File: config.mk
export PLATFORM = sky130hd
export DESIGN_NAME = pccl_queue
export DESIGN_NICKNAME = d
export VERILOG_FILES = /design/src/design/pccl_pkg.sv /design/src/design/pccl_queue.sv
export SDC_FILE = /design/constraint.sdc
export NUM_CORES = 1
export LEC_CHECK = 0
export ABC_AREA = 1
export ABC_CLOCK_PERIOD_IN_PS = 22400
export BUFFER_PORTS_ARGS = -buffer_cell sky130_fd_sc_hd__buf_2
export CAP_MARGIN = 15
export CELL_PAD_IN_SITES_DETAIL_PLACEMENT = 2
export CELL_PAD_IN_SITES_GLOBAL_PLACEMENT = 2
export CORE_UTILIZATION = 38
export CTS_CLUSTER_SIZE = 10
export DETAILED_ROUTE_END_ITERATION = 7
export GPL_TIMING_DRIVEN = 0
export PLACE_DENSITY_LB_ADDON = 0.05
export SYNTH_ARGS = -nofsm -noshare
export SYNTH_HDL_FRONTEND = slang
export SYNTH_SLANG_ARGS = --single-unit
File: constraint.sdc
create_clock -name clk -period 22.4 [get_ports clk]
set_clock_uncertainty 0.1 [all_clocks]
set_input_delay 5.6 -clock clk [delete_from_list [all_inputs] [get_ports clk]]
set_output_delay 5.6 -clock clk [all_outputs]
set_load 0.01 [all_outputs]
File: src/design/pccl_pkg.sv
// shared types, constants and the cordic angle table for the corner length block
package pccl_pkg;

	localparam int CoordWidth = 32;
	localparam int CordicSteps = 24;
	localparam int StepWidth = 5;
	localparam int FifoDepth = 2;

	localparam logic signed [63:0] PiQ30 = 64'sd3373259426;
	localparam logic signed [63:0] HalfPiQ30 = 64'sd1686629713;
	localparam logic signed [63:0] KinvQ30 = 64'sd652032874;
	localparam logic [31:0] CornerKQ30 = 32'd1205374825;
	localparam logic signed [63:0] OneQ30 = 64'sd1073741824;
	localparam logic [16:0] BetaMax = 17'd102944;
	localparam logic [63:0] FitLimit = 64'd536870912;

	// one corner to be worked: the three points
	typedef struct packed {
		logic signed [CoordWidth-1:0] ax, ay, az;
		logic signed [CoordWidth-1:0] bx, by, bz;
		logic signed [CoordWidth-1:0] cx, cy, cz;
	} corner_t;

	typedef struct packed {
		logic [31:0] corner_length;
		logic [16:0] half_turn_angle;
		logic length_saturated;
	} result_t;

	function automatic logic signed [63:0] atan_q30(input logic [StepWidth-1:0] i);
		logic signed [63:0] r;
		case (i)
			5'd0: r = 64'sd843314857;
			5'd1: r = 64'sd497837829;
			5'd2: r = 64'sd263043837;
			5'd3: r = 64'sd133525159;
			5'd4: r = 64'sd67021687;
			5'd5: r = 64'sd33543516;
			5'd6: r = 64'sd16775851;
			5'd7: r = 64'sd8388437;
			5'd8: r = 64'sd4194283;
			5'd9: r = 64'sd2097149;
			default: r = 64'sd1 <<< (6'd30 - {1'b0, i});
		endcase
		return r;
	endfunction

endpackage

File: src/design/pccl_queue.sv
// short queue between the window and the arithmetic back part
module pccl_queue (
	input logic clk,
	input logic arst_n,
	input logic wr,
	input pccl_pkg::corner_t wdata,
	output logic full,
	input logic rd,
	output logic has,
	output pccl_pkg::corner_t rdata
);
	pccl_pkg::corner_t mem_q [pccl_pkg::FifoDepth];
	logic wp_q, rp_q;
	logic [1:0] cnt_q;

	assign full = cnt_q == 2'(pccl_pkg::FifoDepth);
	assign has = cnt_q != 2'd0;
	assign rdata = mem_q[rp_q];

	always_ff @(posedge clk) begin
		if (wr) mem_q[wp_q] <= wdata;
	end

	always_ff @(posedge clk or negedge arst_n) begin
		if (!arst_n) begin
			wp_q <= 1'b0;
			rp_q <= 1'b0;
			cnt_q <= '0;
		end else begin
			if (wr) wp_q <= !wp_q;
			if (rd) rp_q <= !rp_q;
			cnt_q <= cnt_q + 2'(wr) - 2'(rd);
		end
	end
endmodule

==> summary.txt <==
Clocking
  • CTS Buf Count: 69
  • Clock root cell: clkbuf_16
  • CTS tree: yes
  • CTS clock-pin slew for the worst setup and hold paths: 0.05 ns
  • H-Tree Depth: 3
  • Clk buf depth: 3
  • Hold-fix buffers, CTS: 0
  • Worst-Skew Late Latency: 0.58 ns
  • Cts repair resizes: 0
  • CTS sink cnt: 580
  • Post-CTS Setup Bufs: 0

Drt
  • DR vias/cell: 4.78
  • Final ANT Viol Nets: 0
  • DRC viols: 0
  • DR pass1 iterations: 5
  • DR iter-0 viols: 525
  • Routed WL per cell: between 20 and 25 um
  • Vias: 14356
  • Final WL: 69300 um

Finish
  • Commonest non-fill, non-tap cell in the layout: buf_2
  • Post-route insts no fill: approximately 3000
  • Most frequent cells in the layout: 583 x buf_2, 576 x edfxtp_1, 295 x nand2_1
  • Synthesis-to-layout area growth: 28.6%
  • Layout net count: between 2000 and 2500
  • Area of the multi-input gates: 0.00261 sq mm
  • FILL cells: 5542
  • Fin area: 0.0280 sq mm
  • Post-layout util: 0.495
  • Layout cells sized above 1: 0.331
  • Sequential cell area: 0.0174 sq mm

Yosys
  • Post-synthesis sequential area ratio: 0.799
  • Gate Count Post-Synth: 1529
  • Top area cells in the synthesized netlist: edfxtp_1 79%, inv_1 5.1%, nand2_1 5.1%, o21ai_0 4.0%, buf_6 2.7%
  • Area of the mapped netlist: between 0.02 and 0.025 sq mm
  • Warnings, synthesis: 0
  • Seq cells post-synth: 580
  • Syn nets: 1823
  • Yosys top cell area share: 0.795
  • Yosys cell types: 14
  • Syn Area/Cell: about 14 sq um
  • Area leader, netlist: edfxtp_1

Die
  • IO Pins: approximately 580
  • Std cell rows: 87
  • Core ar.: 0.0565 sq mm
  • Die Width: between 200 and 250 um
  • Die Area: between 0.05 and 0.06 sq mm
  • Die Y: 241 um
  • Initial Util: 0.385

Critical path
  • CP bufs+invs: 4
  • Crit path max-delay family: buffers and inverters
  • Crit-path cells: buf_6 -> buf_6 -> buf_6 -> o21ai_0 -> buf_2
  • Most used cell, CP: buf_6
  • Critical path class: reg2out
  • CP Launch Type: flip-flop
  • WP data arrival: roughly 2 ns
  • Crit end category: primary output
  • Crit-path max FO: 10
  • Worst Path Required: 16.70 ns
  • Largest stage delay on the critical path: 0.37 ns
  • Worst path slowest cell: dfrtp_1

Timing
  • Worst Hold Slack: 0.468 ns
  • Min cycle time layout: 7.71 ns
  • Max Transition Viols Final: 0
  • Ratio of final minimum period to clock period: 0.344
  • RSZ-0062 raised after global routing: false
  • Worst-Margin Slew: 0.597 ns
  • Final setup fails: 0
  • Peak Freq: about 130 MHz
  • Rel. slew slack: 0.601
  • Final hold vios: 0

Flow run
  • Total of max-cap violations: 0

Place
  • Inst Count DP: 2881
  • Port bufs: 581
  • Placed Area: 0.0260 sq mm
  • Routability-driven placement congestion ratio: between 0.7 and 0.8
  • DP HPWL: 50700 um

Global route
  • Largest net degree at the start of global routing: 104
  • GR Util All Layers: 0.233
  • Number of global-route vias before repair: 15779
  • First-pass GRT wire length: 97500 um
  • Gr ovfl total: 0
  • Initial antenna violation count: just over 40

Power
  • Pleak: 11.9 nW
  • PwrDens: 135 mW/mm^2
  • Peak supply drop: just over 0.07 mV

Outcome
  • Status: completed

Worst hold path
  • Hold WC Path Type: reg2reg
[worst reg2reg max path: cells and delay by family (launching register included)]
kind / cells / cell delay (ns)
buf+inv: 4 / 0.89
simple gates: 1 / 0.51
flops: 1 / 0.43
[cell usage after synthesis]
| library cell | count |
|---|---|
| buf_2 | 2 |
| nand3_1 | 1 |
| buf_6 | 52 |
| o21ai_1 | 112 |
| clkbuf_1 | 4 |
| buf_4 | 6 |
| nand2_1 | 295 |
| edfxtp_1 | 576 |
| ha_1 | 2 |
| xor2_1 | 2 |
| nor2_1 | 2 |
| inv_1 | 295 |
| dfrtp_1 | 4 |
| o21ai_0 | 176 |
[metrics by stage]
stage | total power, mW | TNS (ns) | setup slack, ns
2_1_floorplan | 2.23 | 0 | 3.68
3_3_place_gp | 2.88 | -1477.67 | -5.15
3_5_place_dp | 2.82 | 0 | 14.74
4_1_cts | 3.83 | 0 | 14.59
5_1_grt | 3.96 | 0 | 14.55
6_report | 3.76 | 0 | 14.69
[where the power goes]
| group | internal [mW] | switching (mW) |
|---|---|---|
| clock | 0.581 | 0.410 |
| combinational | 0.434 | 0.847 |
| sequential | 1.44 | 0.0520 |
| total | 2.45 | 1.31 |
[logic make-up after synthesis]
| logic type | count (synthesis) | synth area share |
|---|---|---|
| and+or+nand+nor | 298 | 0.0515 |
| AOI/OAI and AO/OA | 288 | 0.0662 |
| buffers and inverters | 359 | 0.0810 |
| DFF | 580 | 0.799 |
| xor gates and xnor gates | 2 | 0.000805 |
| adders and majority gates | 2 | 0.00115 |
[area by class of cell]
type,instances,area share
diodes,29,0.00259
clock buffers,89,0.0670
plain buffers,64,0.0234
well taps,756,0.0338
inverters,295,0.0398
multi-input cells,590,0.0933
repair buffers,596,0.116
clock inverters,7,0.00192
flip-flops and latches,580,0.622
[per-layer routing]
layer,GRT usage,share of wire,up-vias
met5,0,0.0036,-
met4,0.110,0.045,36
met3,0.0957,0.086,170
met2,0.419,0.52,446
met1,0.233,0.34,7163
li1,-,-,6541
[state kept, by name (all words and copies together) (netlist names)]
register / cells
wp_q: 1
mem_q: 576
cnt_q: 2
rp_q: 1
[path summary, 6_finish.rpt]
kind | slack [ns] | depth (start not counted) | end | startpoint
max in group asynchronous | 17.35 | 1 | wp_q | arst_n
max | 14.69 | 5 | rdata[72] | rp_q
min reg2reg | 0.47 | 1 | wp_q | wp_q
min in group asynchronous | 4.72 | 1 | cnt_q[0] | arst_n
min | 0.47 | 1 | wp_q | wp_q
max reg2reg | 20.13 | 5 | mem_q[0][82] | wp_q
Power figures use the tool's default switching activity.
