$ cat src/design/pccl_pkg.sv
// shared types, constants and the cordic angle table for the corner length block
package pccl_pkg;

	localparam int CoordWidth = 32;
	localparam int CordicSteps = 24;
	localparam int StepWidth = 5;
	localparam int FifoDepth = 2;

	localparam logic signed [63:0] PiQ30 = 64'sd3373259426;
	localparam logic signed [63:0] HalfPiQ30 = 64'sd1686629713;
	localparam logic signed [63:0] KinvQ30 = 64'sd652032874;
	localparam logic [31:0] CornerKQ30 = 32'd1205374825;
	localparam logic signed [63:0] OneQ30 = 64'sd1073741824;
	localparam logic [16:0] BetaMax = 17'd102944;
	localparam logic [63:0] FitLimit = 64'd536870912;

	// one corner to be worked: the three points
	typedef struct packed {
		logic signed [CoordWidth-1:0] ax, ay, az;
		logic signed [CoordWidth-1:0] bx, by, bz;
		logic signed [CoordWidth-1:0] cx, cy, cz;
	} corner_t;

	typedef struct packed {
		logic [31:0] corner_length;
		logic [16:0] half_turn_angle;
		logic length_saturated;
	} result_t;

	function automatic logic signed [63:0] atan_q30(input logic [StepWidth-1:0] i);
		logic signed [63:0] r;
		case (i)
			5'd0: r = 64'sd843314857;
			5'd1: r = 64'sd497837829;
			5'd2: r = 64'sd263043837;
			5'd3: r = 64'sd133525159;
			5'd4: r = 64'sd67021687;
			5'd5: r = 64'sd33543516;
			5'd6: r = 64'sd16775851;
			5'd7: r = 64'sd8388437;
			5'd8: r = 64'sd4194283;
			5'd9: r = 64'sd2097149;
			default: r = 64'sd1 <<< (6'd30 - {1'b0, i});
		endcase
		return r;
	endfunction

endpackage

$ cat src/design/pccl_front.sv
// front part: waypoint window and corner word build-up
module pccl_front (
	input logic clk,
	input logic arst_n,
	input logic take,
	input logic signed [pccl_pkg::CoordWidth-1:0] px,
	input logic signed [pccl_pkg::CoordWidth-1:0] py,
	input logic signed [pccl_pkg::CoordWidth-1:0] pz,
	input logic start,
	output logic emit,
	output pccl_pkg::corner_t corner
);
	logic signed [pccl_pkg::CoordWidth-1:0] wx_q [2];
	logic signed [pccl_pkg::CoordWidth-1:0] wy_q [2];
	logic signed [pccl_pkg::CoordWidth-1:0] wz_q [2];
	logic [1:0] held_q;

	assign emit = take && !start && held_q == 2'd2;
	assign corner = '{ax: wx_q[0], ay: wy_q[0], az: wz_q[0],
		bx: wx_q[1], by: wy_q[1], bz: wz_q[1], cx: px, cy: py, cz: pz};

	always_ff @(posedge clk or negedge arst_n) begin
		if (!arst_n) begin
			held_q <= '0;
			for (int k = 0; k < 2; k++) begin
				wx_q[k] <= '0;
				wy_q[k] <= '0;
				wz_q[k] <= '0;
			end
		end else if (take) begin
			if (start) begin
				wx_q[0] <= px;
				wy_q[0] <= py;
				wz_q[0] <= pz;
				held_q <= 2'd1;
			end else if (held_q < 2'd2) begin
				wx_q[held_q[0]] <= px;
				wy_q[held_q[0]] <= py;
				wz_q[held_q[0]] <= pz;
				held_q <= held_q + 2'd1;
			end else begin
				wx_q[0] <= wx_q[1];
				wy_q[0] <= wy_q[1];
				wz_q[0] <= wz_q[1];
				wx_q[1] <= px;
				wy_q[1] <= py;
				wz_q[1] <= pz;
			end
		end
	end
endmodule

$ cat config.mk
export PLATFORM = sky130hd
export DESIGN_NAME = pccl_front
export DESIGN_NICKNAME = d
export VERILOG_FILES = /design/src/design/pccl_pkg.sv /design/src/design/pccl_front.sv
export SDC_FILE = /design/constraint.sdc
export NUM_CORES = 1
export LEC_CHECK = 0
export BUFFER_PORTS_ARGS = -buffer_cell sky130_fd_sc_hd__clkbuf_2
export CAP_MARGIN = 30
export CORE_MARGIN = 3
export CORE_UTILIZATION = 44
export DETAILED_ROUTE_END_ITERATION = 6
export PLACE_DENSITY_LB_ADDON = 0.3
export SYNTH_ARGS = -nofsm -noshare
export SYNTH_HDL_FRONTEND = slang
export SYNTH_SLANG_ARGS = --single-unit
export TNS_END_PERCENT = 20
$ cat constraint.sdc
create_clock -name clk -period 1.8 [get_ports clk]
set_clock_uncertainty 0.2 [all_clocks]
set_input_delay 0.36 -clock clk [delete_from_list [all_inputs] [get_ports clk]]
set_output_delay 0.36 -clock clk [all_outputs]
set_load 0.05 [all_outputs]
==> flow_results.xml <==
<?xml version="1.0" encoding="UTF-8"?>
<metrics>
  <group name="outcome">
    <metric name="result_of_the_run" unit="">complete, but fails checks</metric>
    <metric name="violated_checks" unit="">negative setup slack</metric>
  </group>
  <group name="grt">
    <metric name="grt_pass1_vias" unit="">7803</metric>
    <metric name="overflow" unit="">0</metric>
    <metric name="grt_usage" unit="%">23.0</metric>
    <metric name="grt_max_degree" unit="">99</metric>
    <metric name="grt_pass1_wl" unit="mm">41.7</metric>
    <metric name="antenna_found_initial" unit="">0</metric>
  </group>
  <group name="finish">
    <metric name="antenna-diode-count" unit="">0</metric>
    <metric name="nFillCells" unit="">1680</metric>
    <metric name="final_core_util" unit="%">61.3</metric>
    <metric name="proportion_of_layout_cells_with_a_drive_suffix_above_1" unit="%">45.0</metric>
    <metric name="fin_nets" unit="">1327</metric>
    <metric name="area_growth" unit="%">35.3</metric>
  </group>
  <group name="logic_synthesis">
    <metric name="synth.cells.most_frequent" unit="">sky130_fd_sc_hd__dfrtp_1 (194), sky130_fd_sc_hd__nand2_1 (192), sky130_fd_sc_hd__a22o_1 (96), sky130_fd_sc_hd__buf_4 (96), sky130_fd_sc_hd__o21ai_1 (80)</metric>
    <metric name="cell_type_contributing_the_most_total_cell_area_after_synthesis" unit="">sky130_fd_sc_hd__dfrtp_1</metric>
    <metric name="synth_cell_type_count" unit="">22</metric>
    <metric name="post_synthesis_net_count" unit="">953</metric>
    <metric name="yosys_warnings" unit="">0</metric>
    <metric name="synth-seq-cells" unit="">194</metric>
    <metric name="synthTopCellsByArea" unit="">sky130_fd_sc_hd__dfrtp_1 (52%), sky130_fd_sc_hd__a22o_1 (9.1%), sky130_fd_sc_hd__buf_4 (7.8%)</metric>
    <metric name="synth.yosys.seq_area_share" unit="%">52.3</metric>
    <metric name="synthFlopType" unit="">sky130_fd_sc_hd__dfrtp_1</metric>
    <metric name="async_flop_share" unit="%">100</metric>
    <metric name="syn_avg_cell_area" unit="um2">10.9</metric>
    <metric name="synth_top_area_share" unit="%">52.3</metric>
    <metric name="number_of_enable_type_register_cells_in_the_synthesized_netlist" unit="">0</metric>
    <metric name="synth_cells" unit="">851</metric>
    <metric name="yosys.cell_count.top_type" unit="">sky130_fd_sc_hd__dfrtp_1</metric>
    <metric name="synth.cell_area" unit="um2">9280</metric>
  </group>
  <group name="power_and_ir_drop">
    <metric name="vdd.ir_drop.worst" unit="mV">1.20</metric>
    <metric name="powerDensity" unit="nW/um2">1970</metric>
    <metric name="total_leakage_power" unit="uW">0.00673</metric>
  </group>
  <group name="floorplan">
    <metric name="floorplan.die.height" unit="um">151</metric>
    <metric name="core-area" unit="um2">20500</metric>
    <metric name="start_util" unit="%">45.3</metric>
    <metric name="dieWidth" unit="um">151</metric>
    <metric name="top_level_ports" unit="">389</metric>
    <metric name="row_count" unit="">52</metric>
    <metric name="die_area" unit="um2">22900</metric>
  </group>
  <group name="placement">
    <metric name="io_buffer_count" unit="">388</metric>
    <metric name="place_hpwl" unit="mm">17.6</metric>
    <metric name="gp_routability_congestion" unit="">0.766</metric>
  </group>
  <group name="critical_path">
    <metric name="worst_setup_path_start_kind" unit="">register</metric>
    <metric name="crit_arrival" unit="ns">2.03</metric>
    <metric name="cp_data_required_time" unit="ns">1.89</metric>
    <metric name="timing.critical_path.fanout_max" unit="">73</metric>
    <metric name="worstSetupPathType" unit="">register to register</metric>
    <metric name="worstSetupEndpointType" unit="">register</metric>
  </group>
  <group name="clock_network">
    <metric name="tritoncts_clock_tree" unit="">built</metric>
    <metric name="clock_latency" unit="ns">0.43</metric>
    <metric name="clk_pin_slew_worst_paths" unit="ns">0.08</metric>
    <metric name="htreeDepth" unit="">4</metric>
    <metric name="cts_buffers" unit="">17</metric>
    <metric name="cts_buffer_depth" unit="">2</metric>
    <metric name="clk_root_buf" unit="">sky130_fd_sc_hd__clkbuf_16</metric>
    <metric name="clock_sink_count" unit="">194</metric>
  </group>
  <group name="route">
    <metric name="initialDrtViolationCount" unit="">271</metric>
    <metric name="drt_pass1_iterations" unit="">4</metric>
    <metric name="antenna_left" unit="">0</metric>
    <metric name="final_wirelength" unit="mm">26.8</metric>
    <metric name="drt_drc_violations_left" unit="">0</metric>
    <metric name="via_count" unit="">7742</metric>
    <metric name="vias_per_instance" unit="">5.14</metric>
    <metric name="routedWlPerCell" unit="um">17.8</metric>
  </group>
  <group name="run">
    <metric name="cap_violations" unit="">0</metric>
  </group>
  <group name="sta">
    <metric name="finalHoldViolCount" unit="">0</metric>
    <metric name="slew-limit-headroom" unit="%">67.8</metric>
    <metric name="min_hold_slack" unit="ns">0.0302</metric>
    <metric name="setup_violation_total_in_the_final_timing_report" unit="">135</metric>
    <metric name="fin_max_slew_vios" unit="">0</metric>
    <metric name="rsz0062_at_grt" unit="">yes</metric>
    <metric name="max_slew.worst_pin.slew" unit="ns">0.483</metric>
    <metric name="worst_slack" unit="ns">-0.133</metric>
    <metric name="fin_crit_sh" unit="%">107</metric>
    <metric name="finalWorstPathRequiredPeriod" unit="ns">1.93</metric>
    <metric name="max_freq" unit="MHz">517</metric>
  </group>
  <group name="worst_hold_path">
    <metric name="worstHoldPathType" unit="">input port to register</metric>
  </group>
</metrics>
[worst max-delay path, stage by stage, from the launching register on]
cell and delay (ns):
sky130_fd_sc_hd__dfrtp_1 0.36, sky130_fd_sc_hd__inv_2 0.05, sky130_fd_sc_hd__buf_4 0.14, sky130_fd_sc_hd__ha_2 0.17
sky130_fd_sc_hd__or3b_4 0.46, sky130_fd_sc_hd__buf_12 0.23, sky130_fd_sc_hd__nand2_1 0.10, sky130_fd_sc_hd__o21ai_1 0.07
[per-stage QoR]
step	worst slack, ns	setup TNS [ns]	cell area, um2	power (uW)	instances
floorplan	-0.0388	-3.09	9350	17600	851
global placement	0.00727	0	11000	20800	1378
detailed placement	-0.0198	-0.0991	11000	21000	1378
CTS	-0.153	-6.70	12500	24900	1506
global route	-0.201	-17.08	12600	26100	1507
finish	-0.133	-9.04	12600	24700	1507
[what timing repair did]
| action | 4_1_cts | 5_1_grt |
|---|---|---|
| gates cloned | 0 | 1 |
| endpoints found under the hold margin | 131 | 0 |
| hold buffers | 94 | 0 |
| pin swaps | 3 | 0 |
| endpoints found under the setup margin | 3 | 170 |
| setup buffers | 3 | 0 |
| gates resized for setup | 9 | 9 |
[state kept, by name, indices dropped and copies added, names as in the netlist]
name    cells
held_q      2
corner    192
[final timing paths]
kind / depth (start not counted) / slack [ns] / endpoint / from
max: 7 / -0.13 / corner[155] / held_q[0]
min: 3 / 0.03 / corner[190] / px[30]
max reg2reg: 7 / -0.13 / corner[155] / held_q[0]
min reg2reg: 1 / 0.31 / corner[262] / corner[262]
max in group asynchronous: 3 / 0.56 / corner[100] / arst_n
min in group asynchronous: 2 / 0.24 / corner[134] / arst_n
[cell usage in the layout (no fill, tap or decap), types with 2 or more instances in the layout]
cell | synthesis | layout
sky130_fd_sc_hd__mux2_4 | 40 | 40
sky130_fd_sc_hd__inv_6 | 0 | 4
sky130_fd_sc_hd__a21oi_1 | 2 | 2
sky130_fd_sc_hd__inv_2 | 1 | 2
sky130_fd_sc_hd__o21ai_0 | 17 | 11
sky130_fd_sc_hd__inv_8 | 0 | 4
sky130_fd_sc_hd__buf_6 | 6 | 6
sky130_fd_sc_hd__o21ai_1 | 80 | 86
sky130_fd_sc_hd__clkbuf_16 | 0 | 18
sky130_fd_sc_hd__buf_4 | 96 | 12
sky130_fd_sc_hd__buf_12 | 0 | 14
sky130_fd_sc_hd__clkinvlp_4 | 0 | 3
sky130_fd_sc_hd__dlygate4sd3_1 | 0 | 94
sky130_fd_sc_hd__clkbuf_2 | 0 | 386
sky130_fd_sc_hd__dfrtp_1 | 194 | 194
sky130_fd_sc_hd__inv_1 | 3 | 2
sky130_fd_sc_hd__a22o_1 | 96 | 96
sky130_fd_sc_hd__nand2_1 | 192 | 192
sky130_fd_sc_hd__mux2_2 | 56 | 56
[routing by layer]
layer	GRT usage, %	share of wire [%]	up-vias
li1	-	-	3595
met1	28.9	40	3805
met2	39.3	51	308
met3	5.00	7.0	34
met4	7.57	1.8	0
met5	0	0	-
[where the power goes]
group / switching [uW] / total, uW / leakage [uW] / internal (uW)
logic: 9910 / 13600 / 0.00405 / 3740
clock network: 1820 / 3640 / 0.000261 / 1820
registers: 1300 / 7460 / 0.00242 / 6160
[cell families (layout without fill, tap and decap cells)]
| kind of cell | Yosys count | after routing | synth area share (%) |
|---|---|---|---|
| mux | 96 | 96 | 13.3 |
| simple gates | 197 | 197 | 8.11 |
| flops | 194 | 194 | 52.3 |
| buf+inv | 164 | 550 | 11.4 |
| compound gates | 198 | 198 | 14.7 |
| fa+ha+maj | 2 | 2 | 0.270 |
[cell type report]
type / count / area [um2] / share of cell area [%]
clock buffer: 18 / 429 / 3.42
clock inverter: 13 / 116 / 0.927
inverter: 4 / 15.0 / 0.120
multi-input combinational: 493 / 3420 / 27.3
sequential: 194 / 4850 / 38.7
tap: 270 / 338 / 2.69
timing repair buffer: 515 / 3380 / 26.9
Power figures use the tool's default switching activity.
